**config.mk**
```make
export PLATFORM = sky130hd
export DESIGN_NAME = rc_failsafe_arm_interlock
export DESIGN_NICKNAME = d
export VERILOG_FILES = /design/src/design/rcfs_pkg.sv /design/src/design/rc_failsafe_arm_interlock.sv /design/src/design/rcfs_link.sv
export SDC_FILE = /design/constraint.sdc
export NUM_CORES = 1
export LEC_CHECK = 0
export BUFFER_PORTS_ARGS = -buffer_cell sky130_fd_sc_hd__buf_2
export CAP_MARGIN = 0
export CORE_MARGIN = 5
export CORE_UTILIZATION = 30
export DETAILED_ROUTE_END_ITERATION = 16
export PLACE_DENSITY = 0.48
export SLEW_MARGIN = 20
export SYNTH_ARGS = -nofsm -noshare
export SYNTH_HDL_FRONTEND = slang
export SYNTH_SLANG_ARGS = --single-unit
```
**constraint.sdc**
```tcl
create_clock -name aclk -period 8 [get_ports aclk]
set_clock_uncertainty 0.1 [all_clocks]
set_input_delay 1.2 -clock aclk [delete_from_list [all_inputs] [get_ports aclk]]
set_output_delay 1.2 -clock aclk [all_outputs]
set_load 0.005 [all_outputs]
```
**src/design/rcfs_pkg.sv**
```systemverilog
// Shared types and constants for the RC failsafe arming interlock.
package rcfs_pkg;

    // Link phase codes as reported on the result channel.
    typedef enum logic [1:0] {
        PHASE_UP      = 2'd0,
        PHASE_GUARD   = 2'd1,
        PHASE_RECOVER = 2'd2
    } phase_t;

    // Command codes carried by an input item.
    typedef enum logic [1:0] {
        CMD_TICK   = 2'd0,
        CMD_ARM    = 2'd1,
        CMD_DISARM = 2'd2
    } cmd_t;

    // Configuration register indexes.
    typedef enum logic [2:0] {
        CFG_GUARD_TIME     = 3'd0,
        CFG_RECOVERY_TIME  = 3'd1,
        CFG_LOSS_TIMEOUT   = 3'd2,
        CFG_SWITCH_MAPPED  = 3'd3,
        CFG_WINDOW_LOW     = 3'd4,
        CFG_WINDOW_HIGH    = 3'd5,
        CFG_BATTERY_FLOOR  = 3'd6
    } cfg_idx_t;

    localparam int unsigned CFG_ADDR_W = 3;
    localparam int unsigned CFG_DATA_W = 32;
    localparam int unsigned TIME_W     = 32;
    localparam int unsigned PULSE_W    = 12;
    localparam int unsigned MV_W       = 16;
    localparam int unsigned BLK_W      = 4;

    // Bit positions in the blocker mask.
    localparam int unsigned BLK_NOT_IDLE = 0;
    localparam int unsigned BLK_LOW_BATT = 1;
    localparam int unsigned BLK_RC_LOSS  = 2;
    localparam int unsigned BLK_SWITCH   = 3;

    // Controls from the top level into the link machine.
    typedef struct packed {
        logic update;
        logic link_ok;
        logic armed;
    } link_ctrl_t;

    // Settled phase and disarm request from the link machine.
    typedef struct packed {
        phase_t phase;
        logic   disarm;
    } link_stat_t;

endpackage

```
**src/design/rc_failsafe_arm_interlock.sv**
```systemverilog
// Arming supervisor with RC link failsafe, switch interlock and arm blockers.
//
// Each input item is a supervise tick or an external arm or disarm request
// and yields exactly one result item. An accepted item sits in an input
// register; logic against the supervisor state computes the result into an
// output register and updates the state, so the block takes one item per
// clock cycle while m_ready keeps the output register free, and presents the
// result on the m_ ports from the output register. The
// rate is set by the state feedback of the link machine and armed flag,
// which every item reads and writes in its step. The input side stays open
// while a result waits only as long as the input register is empty.
// Configuration is written through cfg_we, cfg_addr and cfg_wdata; the user
// must write it only while no item is in flight, as the block does not enforce it.
module rc_failsafe_arm_interlock (
    input  logic                                aclk,
    input  logic                                aresetn,
    // Configuration write port.
    input  logic                                cfg_we,
    input  logic [rcfs_pkg::CFG_ADDR_W-1:0]     cfg_addr,
    input  logic [rcfs_pkg::CFG_DATA_W-1:0]     cfg_wdata,
    // Input items.
    input  logic                                s_valid,
    output logic                                s_ready,
    input  logic [1:0]                          s_cmd,
    input  logic [rcfs_pkg::TIME_W-1:0]         s_now_us,
    input  logic [rcfs_pkg::TIME_W-1:0]         s_frame_stamp_us,
    input  logic [rcfs_pkg::PULSE_W-1:0]        s_switch_pulse_us,
    input  logic                                s_loop_running,
    input  logic [rcfs_pkg::MV_W-1:0]           s_pack_mv,
    // Result items.
    output logic                                m_valid,
    input  logic                                m_ready,
    output logic                                m_armed_now,
    output logic [1:0]                          m_link_phase,
    output logic                                m_loss_failsafe,
    output logic [rcfs_pkg::BLK_W-1:0]          m_blocker_mask,
    output logic                                m_warn_tone,
    output logic                                m_stop_motors,
    output logic                                m_reset_controller
);

    // Configuration registers.
    logic [rcfs_pkg::TIME_W-1:0]   guard_time_reg;
    logic [rcfs_pkg::TIME_W-1:0]   recovery_time_reg;
    logic [rcfs_pkg::TIME_W-1:0]   loss_timeout_reg;
    logic                          switch_mapped_reg;
    logic [rcfs_pkg::PULSE_W-1:0]  window_low_reg;
    logic [rcfs_pkg::PULSE_W-1:0]  window_high_reg;
    logic [rcfs_pkg::MV_W-1:0]     battery_floor_reg;

    // Input register.
    logic                          in_valid_reg;
    logic [1:0]                    in_cmd_reg;
    logic [rcfs_pkg::TIME_W-1:0]   in_now_reg;
    logic [rcfs_pkg::TIME_W-1:0]   in_stamp_reg;
    logic [rcfs_pkg::PULSE_W-1:0]  in_pulse_reg;
    logic                          in_running_reg;
    logic [rcfs_pkg::MV_W-1:0]     in_pack_reg;

    // Supervisor state.
    logic                          armed_reg, armed_next;
    logic                          interlock_reg, interlock_next;
    logic                          authority_reg, authority_next;
    logic [rcfs_pkg::BLK_W-1:0]    announced_reg, announced_next;
    logic [rcfs_pkg::BLK_W-1:0]    blocker_reg, blocker_next;

    // Output register.
    logic                          m_valid_reg;
    logic                          m_armed_reg;
    rcfs_pkg::phase_t              m_phase_reg;
    logic [rcfs_pkg::BLK_W-1:0]    m_blocker_reg;
    logic                          m_warn_reg, warn_next;
    logic                          m_stop_reg, stop_next;
    logic                          m_reset_reg, reset_next;

    logic                          s_accept;
    logic                          do_step;
    logic                          is_tick_run;

    // Link evaluation signals.
    logic [rcfs_pkg::TIME_W-1:0]   frame_age;
    logic                          seen;
    logic                          fresh;
    logic                          link_ok;
    logic                          live;
    logic                          sw_in_range;
    logic [rcfs_pkg::BLK_W-1:0]    standing;
    logic                          settle_disarm;
    logic                          armed_mid;
    logic                          interlock_mid;
    logic                          interlock_sw;
    logic [rcfs_pkg::BLK_W-1:0]    blk_sup;

    rcfs_pkg::link_ctrl_t          link_ctrl;
    rcfs_pkg::link_stat_t          link_stat;

    // Handshake: the input register advances whenever the output register
    // is empty or being drained.
    assign do_step  = in_valid_reg && (!m_valid_reg || m_ready);
    assign s_ready  = !in_valid_reg || do_step;
    assign s_accept = s_valid && s_ready;

    // Configuration writes.
    always_ff @(posedge aclk) begin
        if (!aresetn) begin
            guard_time_reg    <= '0;
            recovery_time_reg <= '0;
            loss_timeout_reg  <= '0;
            switch_mapped_reg <= 1'b0;
            window_low_reg    <= '0;
            window_high_reg   <= '0;
            battery_floor_reg <= '0;
        end else if (cfg_we) begin
            case (cfg_addr)
                rcfs_pkg::CFG_GUARD_TIME:    guard_time_reg    <= cfg_wdata;
                rcfs_pkg::CFG_RECOVERY_TIME: recovery_time_reg <= cfg_wdata;
                rcfs_pkg::CFG_LOSS_TIMEOUT:  loss_timeout_reg  <= cfg_wdata;
                rcfs_pkg::CFG_SWITCH_MAPPED: switch_mapped_reg <= cfg_wdata[0];
                rcfs_pkg::CFG_WINDOW_LOW:    window_low_reg    <= cfg_wdata[rcfs_pkg::PULSE_W-1:0];
                rcfs_pkg::CFG_WINDOW_HIGH:   window_high_reg   <= cfg_wdata[rcfs_pkg::PULSE_W-1:0];
                rcfs_pkg::CFG_BATTERY_FLOOR: battery_floor_reg <= cfg_wdata[rcfs_pkg::MV_W-1:0];
                default: begin
                end
            endcase
        end
    end

    // Input register.
    always_ff @(posedge aclk) begin
        if (!aresetn) begin
            in_valid_reg <= 1'b0;
        end else if (s_accept) begin
            in_valid_reg <= 1'b1;
        end else if (do_step) begin
            in_valid_reg <= 1'b0;
        end
    end

    always_ff @(posedge aclk) begin
        if (s_accept) begin
            in_cmd_reg     <= s_cmd;
            in_now_reg     <= s_now_us;
            in_stamp_reg   <= s_frame_stamp_us;
            in_pulse_reg   <= s_switch_pulse_us;
            in_running_reg <= s_loop_running;
            in_pack_reg    <= s_pack_mv;
        end
    end

    // Link health and arm switch decode. A stamp of zero is a healthy link
    // that is not fresh, so the switch is ignored.
    assign frame_age   = in_now_reg - in_stamp_reg;
    assign seen        = in_stamp_reg != '0;
    assign fresh       = seen && (frame_age < loss_timeout_reg);
    assign link_ok     = !seen || fresh;
    assign live        = switch_mapped_reg && fresh;
    assign sw_in_range = live && (in_pulse_reg >= window_low_reg)
                              && (in_pulse_reg <= window_high_reg);

    // Blockers that do not depend on the link machine.
    always_comb begin
        standing = '0;
        standing[rcfs_pkg::BLK_NOT_IDLE] = !(in_running_reg && !armed_reg);
        standing[rcfs_pkg::BLK_LOW_BATT] = (battery_floor_reg != '0)
                                        && (in_pack_reg < battery_floor_reg);
    end

    // The link machine runs only on a tick with the control loop running.
    assign is_tick_run = (in_cmd_reg == rcfs_pkg::CMD_TICK) && in_running_reg;

    always_comb begin
        link_ctrl.update  = do_step && is_tick_run;
        link_ctrl.link_ok = link_ok;
        link_ctrl.armed   = armed_reg;
    end

    rcfs_link u_link (
        .aclk             (aclk),
        .aresetn          (aresetn),
        .ctrl             (link_ctrl),
        .now_us           (in_now_reg),
        .guard_time_us    (guard_time_reg),
        .recovery_time_us (recovery_time_reg),
        .stat             (link_stat)
    );

    // State after the link machine has settled, then the switch interlock.
    assign settle_disarm = link_stat.disarm && armed_reg;
    assign armed_mid     = armed_reg && !link_stat.disarm;
    assign interlock_mid = interlock_reg || settle_disarm;
    assign interlock_sw  = sw_in_range ? interlock_mid : (live ? 1'b0 : interlock_mid);

    always_comb begin
        blk_sup = standing;
        blk_sup[rcfs_pkg::BLK_RC_LOSS] = link_stat.phase != rcfs_pkg::PHASE_UP;
        blk_sup[rcfs_pkg::BLK_SWITCH]  = live && interlock_sw;
    end

    // Arming decisions for one item.
    always_comb begin
        armed_next     = armed_reg;
        interlock_next = interlock_reg;
        authority_next = authority_reg;
        announced_next = announced_reg;
        blocker_next   = blocker_reg;
        warn_next      = 1'b0;
        stop_next      = 1'b0;
        reset_next     = 1'b0;
        case (in_cmd_reg)
            rcfs_pkg::CMD_TICK: begin
                if (!in_running_reg) begin
                    blocker_next = standing;
                end else begin
                    blocker_next   = blk_sup;
                    armed_next     = armed_mid;
                    interlock_next = interlock_sw;
                    authority_next = authority_reg || sw_in_range;
                    stop_next      = settle_disarm;
                    reset_next     = settle_disarm;
                    if (!live) begin
                        announced_next = '0;
                    end else if (!sw_in_range) begin
                        // Switch out of the window disarms once it has had authority.
                        announced_next = '0;
                        if (authority_reg && armed_mid) begin
                            armed_next     = 1'b0;
                            interlock_next = 1'b1;
                            stop_next      = 1'b1;
                            reset_next     = 1'b1;
                        end
                    end else if (!armed_mid) begin
                        if (blk_sup == '0) begin
                            armed_next = 1'b1;
                            reset_next = 1'b1;
                        end else if (blk_sup != announced_reg) begin
                            // Sound the tone once for each new set of refusals.
                            announced_next = blk_sup;
                            warn_next      = 1'b1;
                        end
                    end
                end
            end
            rcfs_pkg::CMD_ARM: begin
                if (!armed_reg) begin
                    if (blocker_reg != '0) begin
                        warn_next = 1'b1;
                    end else begin
                        armed_next = 1'b1;
                        reset_next = 1'b1;
                    end
                end
            end
            rcfs_pkg::CMD_DISARM: begin
                if (armed_reg) begin
                    armed_next     = 1'b0;
                    interlock_next = 1'b1;
                    stop_next      = 1'b1;
                    reset_next     = 1'b1;
                end
            end
            default: begin
                armed_next = armed_reg;
            end
        endcase
    end

    // Supervisor state registers.
    always_ff @(posedge aclk) begin
        if (!aresetn) begin
            armed_reg     <= 1'b0;
            interlock_reg <= 1'b1;
            authority_reg <= 1'b0;
            announced_reg <= '0;
            blocker_reg   <= rcfs_pkg::BLK_W'(1) << rcfs_pkg::BLK_NOT_IDLE;
        end else if (do_step) begin
            armed_reg     <= armed_next;
            interlock_reg <= interlock_next;
            authority_reg <= authority_next;
            announced_reg <= announced_next;
            blocker_reg   <= blocker_next;
        end
    end

    // Output register.
    always_ff @(posedge aclk) begin
        if (!aresetn) begin
            m_valid_reg <= 1'b0;
        end else if (do_step) begin
            m_valid_reg <= 1'b1;
        end else if (m_ready) begin
            m_valid_reg <= 1'b0;
        end
    end

    always_ff @(posedge aclk) begin
        if (do_step) begin
            m_armed_reg   <= armed_next;
            m_phase_reg   <= link_stat.phase;
            m_blocker_reg <= blocker_next;
            m_warn_reg    <= warn_next;
            m_stop_reg    <= stop_next;
            m_reset_reg   <= reset_next;
        end
    end

    assign m_valid            = m_valid_reg;
    assign m_armed_now        = m_armed_reg;
    assign m_link_phase       = m_phase_reg;
    assign m_loss_failsafe    = m_phase_reg != rcfs_pkg::PHASE_UP;
    assign m_blocker_mask     = m_blocker_reg;
    assign m_warn_tone        = m_warn_reg;
    assign m_stop_motors      = m_stop_reg;
    assign m_reset_controller = m_reset_reg;

    // A stop pulse always comes with a controller reset and a disarmed vehicle.
    a_stop_resets: assert property (@(posedge aclk) disable iff (!aresetn)
        (m_valid_reg && m_stop_reg) |-> (m_reset_reg && !m_armed_reg))
        else $error("stop_motors without controller reset or while armed");

    // Arming is only ever taken together with a controller reset result.
    a_arm_pulses_reset: assert property (@(posedge aclk) disable iff (!aresetn)
        (armed_reg && !$past(armed_reg)) |-> (m_valid_reg && m_reset_reg))
        else $error("armed flag rose without a controller reset");

    // The reported armed flag tracks the state register after each item.
    a_armed_tracks: assert property (@(posedge aclk) disable iff (!aresetn)
        do_step |=> (m_armed_reg == armed_reg))
        else $error("result armed flag differs from state");

    // Whenever the link is not up the rc loss blocker must be set after a running tick.
    a_loss_blocks: assert property (@(posedge aclk) disable iff (!aresetn)
        (do_step && is_tick_run) |=> (m_blocker_reg[rcfs_pkg::BLK_RC_LOSS]
                                      == (m_phase_reg != rcfs_pkg::PHASE_UP)))
        else $error("rc loss blocker disagrees with link phase");

endmodule

```
**src/design/rcfs_link.sv**
```systemverilog
// RC link phase machine: up, guard and recovering, settled once per tick.
module rcfs_link (
    input  logic                            aclk,
    input  logic                            aresetn,
    input  rcfs_pkg::link_ctrl_t            ctrl,
    input  logic [rcfs_pkg::TIME_W-1:0]     now_us,
    input  logic [rcfs_pkg::TIME_W-1:0]     guard_time_us,
    input  logic [rcfs_pkg::TIME_W-1:0]     recovery_time_us,
    output rcfs_pkg::link_stat_t            stat
);

    rcfs_pkg::phase_t              phase_reg, phase_next;
    logic [rcfs_pkg::TIME_W-1:0]   entry_reg, entry_next;
    logic [rcfs_pkg::TIME_W-1:0]   clean_reg, clean_next;
    logic [rcfs_pkg::TIME_W-1:0]   guard_age;
    logic [rcfs_pkg::TIME_W-1:0]   clean_age;
    logic                          guard_done;
    logic                          recovery_done;
    logic                          disarm;

    // Wrapping elapsed times for the guard and recovery timers.
    assign guard_age     = now_us - entry_reg;
    assign clean_age     = now_us - clean_reg;
    assign guard_done    = guard_age >= guard_time_us;
    assign recovery_done = clean_age >= recovery_time_us;

    // Settled outcome of one tick. A loss seen while up falls through guard
    // into recovery in the same tick when the guard cannot hold (vehicle
    // disarmed or zero guard time); a return to up from guard or recovery
    // stops there because the link is healthy.
    always_comb begin
        phase_next = phase_reg;
        entry_next = entry_reg;
        clean_next = clean_reg;
        disarm     = 1'b0;
        case (phase_reg)
            rcfs_pkg::PHASE_UP: begin
                if (!ctrl.link_ok) begin
                    entry_next = now_us;
                    if (!ctrl.armed || guard_time_us == '0) begin
                        disarm     = 1'b1;
                        clean_next = '0;
                        phase_next = rcfs_pkg::PHASE_RECOVER;
                    end else begin
                        phase_next = rcfs_pkg::PHASE_GUARD;
                    end
                end
            end
            rcfs_pkg::PHASE_GUARD: begin
                if (ctrl.link_ok) begin
                    phase_next = rcfs_pkg::PHASE_UP;
                    entry_next = now_us;
                end else if (!ctrl.armed || guard_done) begin
                    disarm     = 1'b1;
                    clean_next = '0;
                    phase_next = rcfs_pkg::PHASE_RECOVER;
                    entry_next = now_us;
                end
            end
            rcfs_pkg::PHASE_RECOVER: begin
                if (!ctrl.link_ok) begin
                    clean_next = '0;
                end else if (clean_reg == '0) begin
                    // Zero marks the clean timer as not started.
                    clean_next = (now_us == '0) ? {{(rcfs_pkg::TIME_W-1){1'b0}}, 1'b1}
                                                : now_us;
                end else if (recovery_done) begin
                    phase_next = rcfs_pkg::PHASE_UP;
                    entry_next = now_us;
                end
            end
            default: begin
                phase_next = phase_reg;
            end
        endcase
    end

    // The settled phase is shown only for an item that runs the machine.
    always_comb begin
        stat.phase  = ctrl.update ? phase_next : phase_reg;
        stat.disarm = ctrl.update & disarm;
    end

    // Phase and timer registers.
    always_ff @(posedge aclk) begin
        if (!aresetn) begin
            phase_reg <= rcfs_pkg::PHASE_UP;
            entry_reg <= '0;
            clean_reg <= '0;
        end else if (ctrl.update) begin
            phase_reg <= phase_next;
            entry_reg <= entry_next;
            clean_reg <= clean_next;
        end
    end

endmodule

```
Word-level counts from Yosys, hierarchy flattened
Index checks and enable logic that the tools add are counted.

Bits of input ports: 135. Output and inout port bits: 13. Word-level logic and storage cells: 198. Bits in registers: 321.

Order comparisons: 6. Bitwise operators: 1. Reduce and logical (&&, ||, !) cells: 55. Muxes and demuxes: 79. Eq/ne operators: 25. Add/sub/neg operators: 3.

Operator list (count): $mux W32 (13); $pmux W32 S3 (2); $logic_not A32 Y1 (3); $sub A32 B32 Y32 (3); $ge A32 B32 Y1 (2); $mux W1 (42); $lt A32 B32 Y1 (1); $reduce_bool A32 Y1 (1); $mux W4 (7); $lt A16 B16 Y1 (1); $mux W2 (8); $reduce_bool A16 Y1 (1); $logic_and A1 B1 Y1 (14); $reduce_and A2 Y1 (7); $reduce_and A7 Y1 (2); $ge A12 B12 Y1 (1); $le A12 B12 Y1 (1); $ne A2 B2 Y1 const B (6); $reduce_bool A2 Y1 (5); $eq A3 B3 Y1 const B (3); $ne A3 B2 Y1 const B (3); $pmux W1 S2 (4); $logic_or A1 B1 Y1 (7); $eq A3 B2 Y1 const B (2); other kinds (18) (30).

Longest topological paths before layout
Gate-level depths: netlist of the first run.

Depth after elaboration: 20. Gate-level depth with buffers: 28. Gate-level depth less buffers: 27.

Cells and area by module
A second synthesis of the first run with hierarchy kept.

Cells, all modules: 2368. Area, all modules: 20168.1 µm².

Modules (own cells, without submodules): rc_failsafe_arm_interlock (cells each 1339, area an instance 12371.9 µm², times used 1, seq. area each 6155.9 µm²); rcfs_link (cells each 1029, area an instance 7796.2 µm², times used 1, seq. area each 1321.3 µm²).

Worst setup path after synthesis of the first run
No wires, ideal clock.

Path kind: register to register. Start point: reg in_now_reg[1] (netlist name). End point: reg announced_reg[3] (netlist name). Cell stages (with the launch flop): 24. Slack: 2361 ps. Buffers on the path: 0. Setup time: 117 ps. Arrival: 5422 ps. Period minus slack after synthesis: 5639 ps. Required time: 7783 ps. Cell sequence: edfxtp_1 -> ha_1 -> nor2b_1 -> o31a_1 -> o21a_1 -> o21ai_0 -> o311ai_1 -> a31oi_1 -> o21ai_1 -> o31a_1 -> a221oi_1 -> xnor2_1 -> ha_1 -> nand2_1 -> nor4_2 -> a221oi_2 -> a311oi_2 -> o22ai_4 -> o31ai_4 -> a211oi_4 -> nand4b_2 -> a21oi_1 -> o31a_1 -> a22o_1.

Word-level cells in the longest chain between the ends: 17. Elaborated cells on any way between the ends: 44. Those cells by class: add/sub (3); order compare (3); eq/ne (4); mux (19); bitwise (1); reduce/logical (14).

Ends and longest elaborated chain: start, declared (line rc_failsafe_arm_interlock.sv:54) `logic [rcfs_pkg::TIME_W-1:0] in_now_reg;`; start signal, assigned (line rc_failsafe_arm_interlock.sv:142) `in_now_reg <= s_now_us;`; parallel branches: the longest is 17 deep, another holds $sub A32 B32 Y32; end signal, assigned (line rc_failsafe_arm_interlock.sv:279) `announced_reg <= announced_next;`; end, declared (line rc_failsafe_arm_interlock.sv:64) `logic [rcfs_pkg::BLK_W-1:0] announced_reg, announced_next;`.

Parallel ways; which one is timed is not known. The select of a mux whose other input is x is not followed. A chain may end at the register's enable or synchronous reset.

Worst setup path in the final report of the first run
Start point: reg in_now_reg[1] (netlist name). End point: reg u_link.entry_reg[26] (netlist name).

Word-level cells in the longest chain between the ends: 6. Elaborated cells on any way between the ends: 16. Those cells by class: add/sub (3); order compare (3); eq/ne (4); mux (2); reduce/logical (4).

Ends and longest elaborated chain: $sub A32 B32 Y32 (line rc_failsafe_arm_interlock.sv:152) `assign frame_age = in_now_reg - in_stamp_reg;`; $lt A32 B32 Y1 (line rc_failsafe_arm_interlock.sv:154) `assign fresh = seen && (frame_age < loss_timeout_reg);`; $logic_and A1 B1 Y1 (line rc_failsafe_arm_interlock.sv:154); $logic_or A1 B1 Y1 (line rc_failsafe_arm_interlock.sv:155) `assign link_ok = !seen || fresh;`; $ne A3 B2 Y1 (no source line) (tied with other cells); $reduce_and A7 Y1 (no source line) / $pmux W32 S3 (equally long branches); end signal, assigned (line rcfs_link.sv:92) `entry_reg <= entry_next;`; end, declared (line rcfs_link.sv:13) `logic [rcfs_pkg::TIME_W-1:0] entry_reg, entry_next;`.

Parallel ways exist; a longest one is shown, timed or not.

==> results.sh, run 1 <==
export IMPL_status="completed"
export IMPL_drv_cap=0
export IMPL_h_tree_depth=2
export IMPL_setup_worst_path_start_class="flop"
export IMPL_path_clk_slew_ns=0.06
export IMPL_min_path_type="flop to flop"
export IMPL_postLayoutCellArea_um2=23010
export IMPL_grt_pass1_wl_um=89290
export IMPL_rrSetupSlack_ns=1.11
export IMPL_ant_nets=0
export IMPL_syn_instance_count=2273
export IMPL_drt_wirelength_per_cell_um=17.29
export IMPL_critical_path_arrival_ns=7.24
export IMPL_clock_latency_ns=0.57
export IMPL_worst_path_max_fanout=32
export IMPL_setup_tns_ns=0
export IMPL_grt_start_max_net_pins=107
export IMPL_synth_warnings=0
export IMPL_dp_cells=3232
export IMPL_synth_area_um2=19810
export IMPL_dr_pass1_iters=5
export IMPL_die_w_um=267.0
export IMPL_cp_slowest_cell="nand2_2"
export IMPL_fin_crit_ns=6.889
export IMPL_clock_sinks=321
export IMPL_tightest_slew_ns=1.098
export IMPL_drc=0
export IMPL_start_util=0.3019
export IMPL_cp_required_ns=8.35
export IMPL_area_growth_pct=16.11
export IMPL_synth_top_area_share=0.2182
export IMPL_die_area_um2=71290
export IMPL_grt_overflow=0
export IMPL_core_um2=65630
export IMPL_clk_path_buf_depth=3
export IMPL_synth_edff_count=105
export IMPL_die_h_um=267.0
export IMPL_finalHoldWorstSlack_ns=0.3568
export IMPL_synth_seq_cells=321
export IMPL_cts_buffers=42
export IMPL_hold_buffers=0
export IMPL_peakVddDrop_uv=142.2
export IMPL_syn_nets=2638
export IMPL_root_buffer="clkbuf_16"
export IMPL_setup_viol=0
export IMPL_yosysTopAreaCell="dfxtp_1"
export IMPL_antenna_found_initial=0
export IMPL_synth_cell_types=76
export IMPL_dpl_instance_area_um2=21520
export IMPL_post_cts_resized=0
export IMPL_grt_pass1_vias=16160
export IMPL_cts_tree="yes"
export IMPL_end_kind="flop"
export IMPL_drt_iter0_markers=713
export IMPL_synth_flop_cell="dfxtp_1"
export IMPL_fmax_mhz=145.2
export IMPL_diodes=0
export IMPL_io_buffers=147
export IMPL_grt_use_total=0.1569
export IMPL_rows=94
export IMPL_drv_slew=0
export IMPL_drive_gt1_frac=0.1047
export IMPL_post_synth_cell_area_avg_um2=8.717
export IMPL_slew_limit_headroom=0.2651
export IMPL_viasPerCell=4.889
export IMPL_final_nets=2777
export IMPL_seq_area_frac_synth=0.3774
export IMPL_finalHoldViolCount=0
export IMPL_grt_setup_unrepaired="false"
export IMPL_routabilityCongestion=0.8420
export IMPL_wirelength_um=57230
export IMPL_cp_cell_sequence="ha_1, nor2b_1, o31a_1, o21a_1, o21ai_0, buf_4, o311ai_1, a31oi_1, o21ai_1, o31a_1, a221oi_1, xnor2_1, ha_1, nand2_1, nor4_2, a221oi_2, o211ai_1, o22ai_4, nand3_1, o32ai_1, nand2_2, mux2i_1, nor2b_1"
export IMPL_criticalPathCategory="flop to flop"
export IMPL_final_cells=3310
export IMPL_vias=16180
export IMPL_leakage_nw=8.696
export IMPL_finalCritPeriodShare=0.8612
export IMPL_async_flop_share=0
export IMPL_hpwl_um=44110
export IMPL_io_pins=148
export IMPL_critical_path_max_stage_delay_ns=0.65
export IMPL_synth_area_leaders="dfxtp_1 22%, edfxtp_1 16%, ha_1 14%"
export IMPL_cts_setup_buffers=0
export IMPL_p_per_area_nw_per_um2=197.6
-- logic make-up after synthesis --
logic type	after synthesis	share of synthesized area
AOI/OAI and AO/OA	532	0.1855
xor gates and xnor gates	89	0.03934
adders and majority gates	230	0.1464
buffers and inverters	323	0.06138
DFF	321	0.3774
muxes	34	0.01724
and+or+nand+nor	744	0.1728
-- placed cells by master, fill, tap and decap left out, types with 53 or more instances in the layout --
master / n
a21oi_1: 121
ha_1: 227
xnor2_1: 65
nand3_1: 64
inv_1: 255
nand2_1: 379
nor2_1: 86
o21ai_0: 64
buf_2: 146
dfxtp_1: 216
edfxtp_1: 105
nor2b_1: 53
a21boi_0: 172
-- worst paths after layout --
check	end	cells after the start	startpoint
setup / recovery	u_link.entry_reg[26]$_SDFFE_PN0P_	23	in_now_reg[1]$_DFFE_PP_
setup reg to reg	u_link.entry_reg[26]$_SDFFE_PN0P_	23	in_now_reg[1]$_DFFE_PP_
hold / removal	authority_reg$_SDFFE_PN0P_	1	authority_reg$_SDFFE_PN0P_
hold reg to reg	authority_reg$_SDFFE_PN0P_	1	authority_reg$_SDFFE_PN0P_
-- per-layer routing --
metal	track usage	wire length [um]	up-vias
li1	-	-	8185
met4	0.04776	1646	0
met3	0.02489	2581	84
met5	0	0	-
met2	0.2567	26030	345
met1	0.2142	26980	7569
-- critical path, delay by kind of cell (launching register included) --
family	cells	cell delay (ns)
multiplexers	1	0.39
adder cells (fa/ha/maj)	2	0.68
flip-flops	1	0.59
buffers and inverters	1	0.17
AND/OR/NAND/NOR	6	1.50
XOR/XNOR	1	0.19
AO/OA/AOI/OAI	12	3.14
-- Yosys cell counts, types with 19 or more instances --
cell type / n
o21a_1: 19
mux2i_1: 33
nor4_1: 44
edfxtp_1: 105
a21o_1: 47
a21boi_0: 172
clkbuf_1: 64
nor2_1: 89
a21oi_1: 122
o21ai_0: 64
xnor2_1: 65
nand4_1: 31
nor2b_1: 53
nand2b_1: 21
nand2_1: 380
nand3_1: 64
xor2_1: 24
dfxtp_1: 216
ha_1: 227
inv_1: 255
-- stage by stage --
step	util	total power, mW	worst slack [ns]
5_1_grt	0.3505	4.789	0.6057
4_1_cts	0.3505	4.631	1.005
6_report	0.3505	4.547	1.111
2_1_floorplan	-	2.331	2.361
3_5_place_dp	0.3279	2.575	1.058
3_3_place_gp	0.3279	2.559	1.124
-- cell type report --
cell class,instances,area [um^2]
multi-input cells,1629,11150
fillers,6875,42620
clock buffers,63,1295
inverters,256,960.9
repair buffers,162,850.8
well taps,864,1081
flip-flops and latches,321,7477
clock inverters,15,193.9
-- report_power, final --
group          internal [mW]  switching, mW  total, mW
Clock                   1.25          0.759       2.01
Sequential              1.74         0.0521       1.79
Combinational          0.315          0.431      0.746
Total                   3.30           1.24       4.55
Power figures use the tool's default switching activity.
==> inputs of run 2 (changes only) <==
RECOVER_POWER = 25   (was unset)
==> results.sh, run 2 (same netlist as run 1, synthesis figures left out) <==
export IMPL_hpwl_um=44110
export IMPL_die_w_um=267.0
export IMPL_ant_nets=0
export IMPL_p_total_mw=4.546
export IMPL_cts_tree="yes"
export IMPL_grt_pass1_wl_um=89290
export IMPL_peakVddDrop_uv=142.2
export IMPL_grt_use_total=0.1569
export IMPL_h_tree_depth=2
export IMPL_grt_pass1_vias=16160
export IMPL_area_growth_pct=16.07
export IMPL_finalHoldViolCount=0
export IMPL_clock_latency_ns=0.57
export IMPL_drt_iter0_markers=719
export IMPL_wirelength_um=57130
export IMPL_dp_cells=3232
export IMPL_path_clk_slew_ns=0.06
export IMPL_diodes=0
export IMPL_p_per_area_nw_per_um2=197.7
export IMPL_io_buffers=147
export IMPL_final_common_cell="nand2_1"
export IMPL_viasPerCell=4.882
export IMPL_clock_sinks=321
export IMPL_cts_setup_buffers=0
export IMPL_drc=0
export IMPL_die_area_um2=71290
export IMPL_antenna_found_initial=0
export IMPL_status="finished with violations"
export IMPL_setup_worst_path_start_class="flop"
export IMPL_critical_path_arrival_ns=7.24
export IMPL_die_h_um=267.0
export IMPL_hold_buffers=0
export IMPL_setup_viol=0
export IMPL_tightest_slew_ns=3.019
export IMPL_grt_setup_unrepaired="false"
export IMPL_grt_overflow=0
export IMPL_routabilityCongestion=0.8420
export IMPL_start_util=0.3019
export IMPL_vias=16160
export IMPL_core_um2=65630
export IMPL_setup_tns_ns=0
export IMPL_drive_gt1_frac=0.1026
export IMPL_final_nets=2777
export IMPL_drv_cap=1
export IMPL_cp_required_ns=8.35
export IMPL_end_kind="flop"
export IMPL_drt_wirelength_per_cell_um=17.26
export IMPL_min_path_type="flop to flop"
export IMPL_final_cell_mix="379 x nand2_1, 255 x inv_1, 227 x ha_1, 216 x dfxtp_1, 172 x a21boi_0"
export IMPL_root_buffer="clkbuf_16"
export IMPL_fmax_mhz=145.2
export IMPL_slew_limit_headroom=-1.012
export IMPL_fill_cells=6875
export IMPL_pre_cts_slack_ns=1.058
export IMPL_rows=94
export IMPL_final_cells=3310
export IMPL_violations="capacitance limit, slew limit"
export IMPL_cts_buffers=42
export IMPL_finalCritPeriodShare=0.8607
export IMPL_criticalPathCategory="flop to flop"
export IMPL_fin_ws_ns=1.115
export IMPL_drv_slew=35
export IMPL_leakage_nw=8.682
export IMPL_dr_pass1_iters=5
export IMPL_grt_start_max_net_pins=107
export IMPL_clk_path_buf_depth=3
export IMPL_worst_path_max_fanout=32
export IMPL_io_pins=148
export IMPL_fin_crit_ns=6.885
export IMPL_post_cts_resized=0
==> run 2: cell types whose count changed in the layout (fill, tap and decap cells not counted) <==
cell      before  now
buf_2        146  142
clkbuf_1       9   13
and2_0         0    1
and2_4         1    0
==> run 2: layout make-up <==
cell class | count | area [um^2] | area share
well taps | 864 | 1081 | 0.04701
clock buffers | 63 | 1295 | 0.05631
repair buffers | 162 | 845.8 | 0.03678
clock inverters | 15 | 193.9 | 0.008433
multi-input cells | 1629 | 11140 | 0.4846
inverters | 256 | 960.9 | 0.04178
flip-flops and latches | 321 | 7477 | 0.3251
==> run 2: final timing paths <==
kind,start,end,slack (ns),cells after the start
min reg2reg,authority_reg$_SDFFE_PN0P_,authority_reg$_SDFFE_PN0P_,0.36,1
max reg2reg,in_now_reg[1]$_DFFE_PP_,u_link.entry_reg[26]$_SDFFE_PN0P_,1.11,23
max,in_now_reg[1]$_DFFE_PP_,u_link.entry_reg[26]$_SDFFE_PN0P_,1.11,23
min,authority_reg$_SDFFE_PN0P_,authority_reg$_SDFFE_PN0P_,0.36,1
==> run 2: critical path, stage by stage, from the launching register on <==
cell	delay (ns)
edfxtp_1	0.59
ha_1	0.37
nor2b_1	0.14
o31a_1	0.26
o21a_1	0.19
o21ai_0	0.17
buf_4	0.17
o311ai_1	0.18
a31oi_1	0.27
o21ai_1	0.14
o31a_1	0.35
a221oi_1	0.34
xnor2_1	0.19
ha_1	0.31
nand2_1	0.14
nor4_2	0.08
a221oi_2	0.34
o211ai_1	0.23
o22ai_4	0.39
nand3_1	0.42
o32ai_1	0.28
nand2_2	0.65
mux2i_1	0.39
nor2b_1	0.07
==> run 2: report_power, final <==
group | switching [mW] | leakage [nW] | internal, mW
logic | 0.432 | 5.18 | 0.314
clock network | 0.758 | 0.732 | 1.25
registers | 0.0519 | 2.77 | 1.74
total | 1.24 | 8.68 | 3.30
==> run 2: layer usage <==
layer,up-vias,global-route usage,routed length [um],share of wire
li1,8189,-,-,-
met1,7559,0.2142,27000,0.47
met2,325,0.2567,25980,0.45
met3,86,0.02489,2499,0.044
met4,0,0.04776,1655,0.029
met5,-,0,0,0
==> run 2: per-stage QoR <==
stage,cell area [um^2],utilization,hold slack [ns]
2_1_floorplan,19810,-,0.3323
3_3_place_gp,21520,0.3279,0.3422
3_5_place_dp,21520,0.3279,0.3458
4_1_cts,23010,0.3505,0.3603
5_1_grt,23000,0.3504,0.3871
6_report,23000,0.3504,0.3568
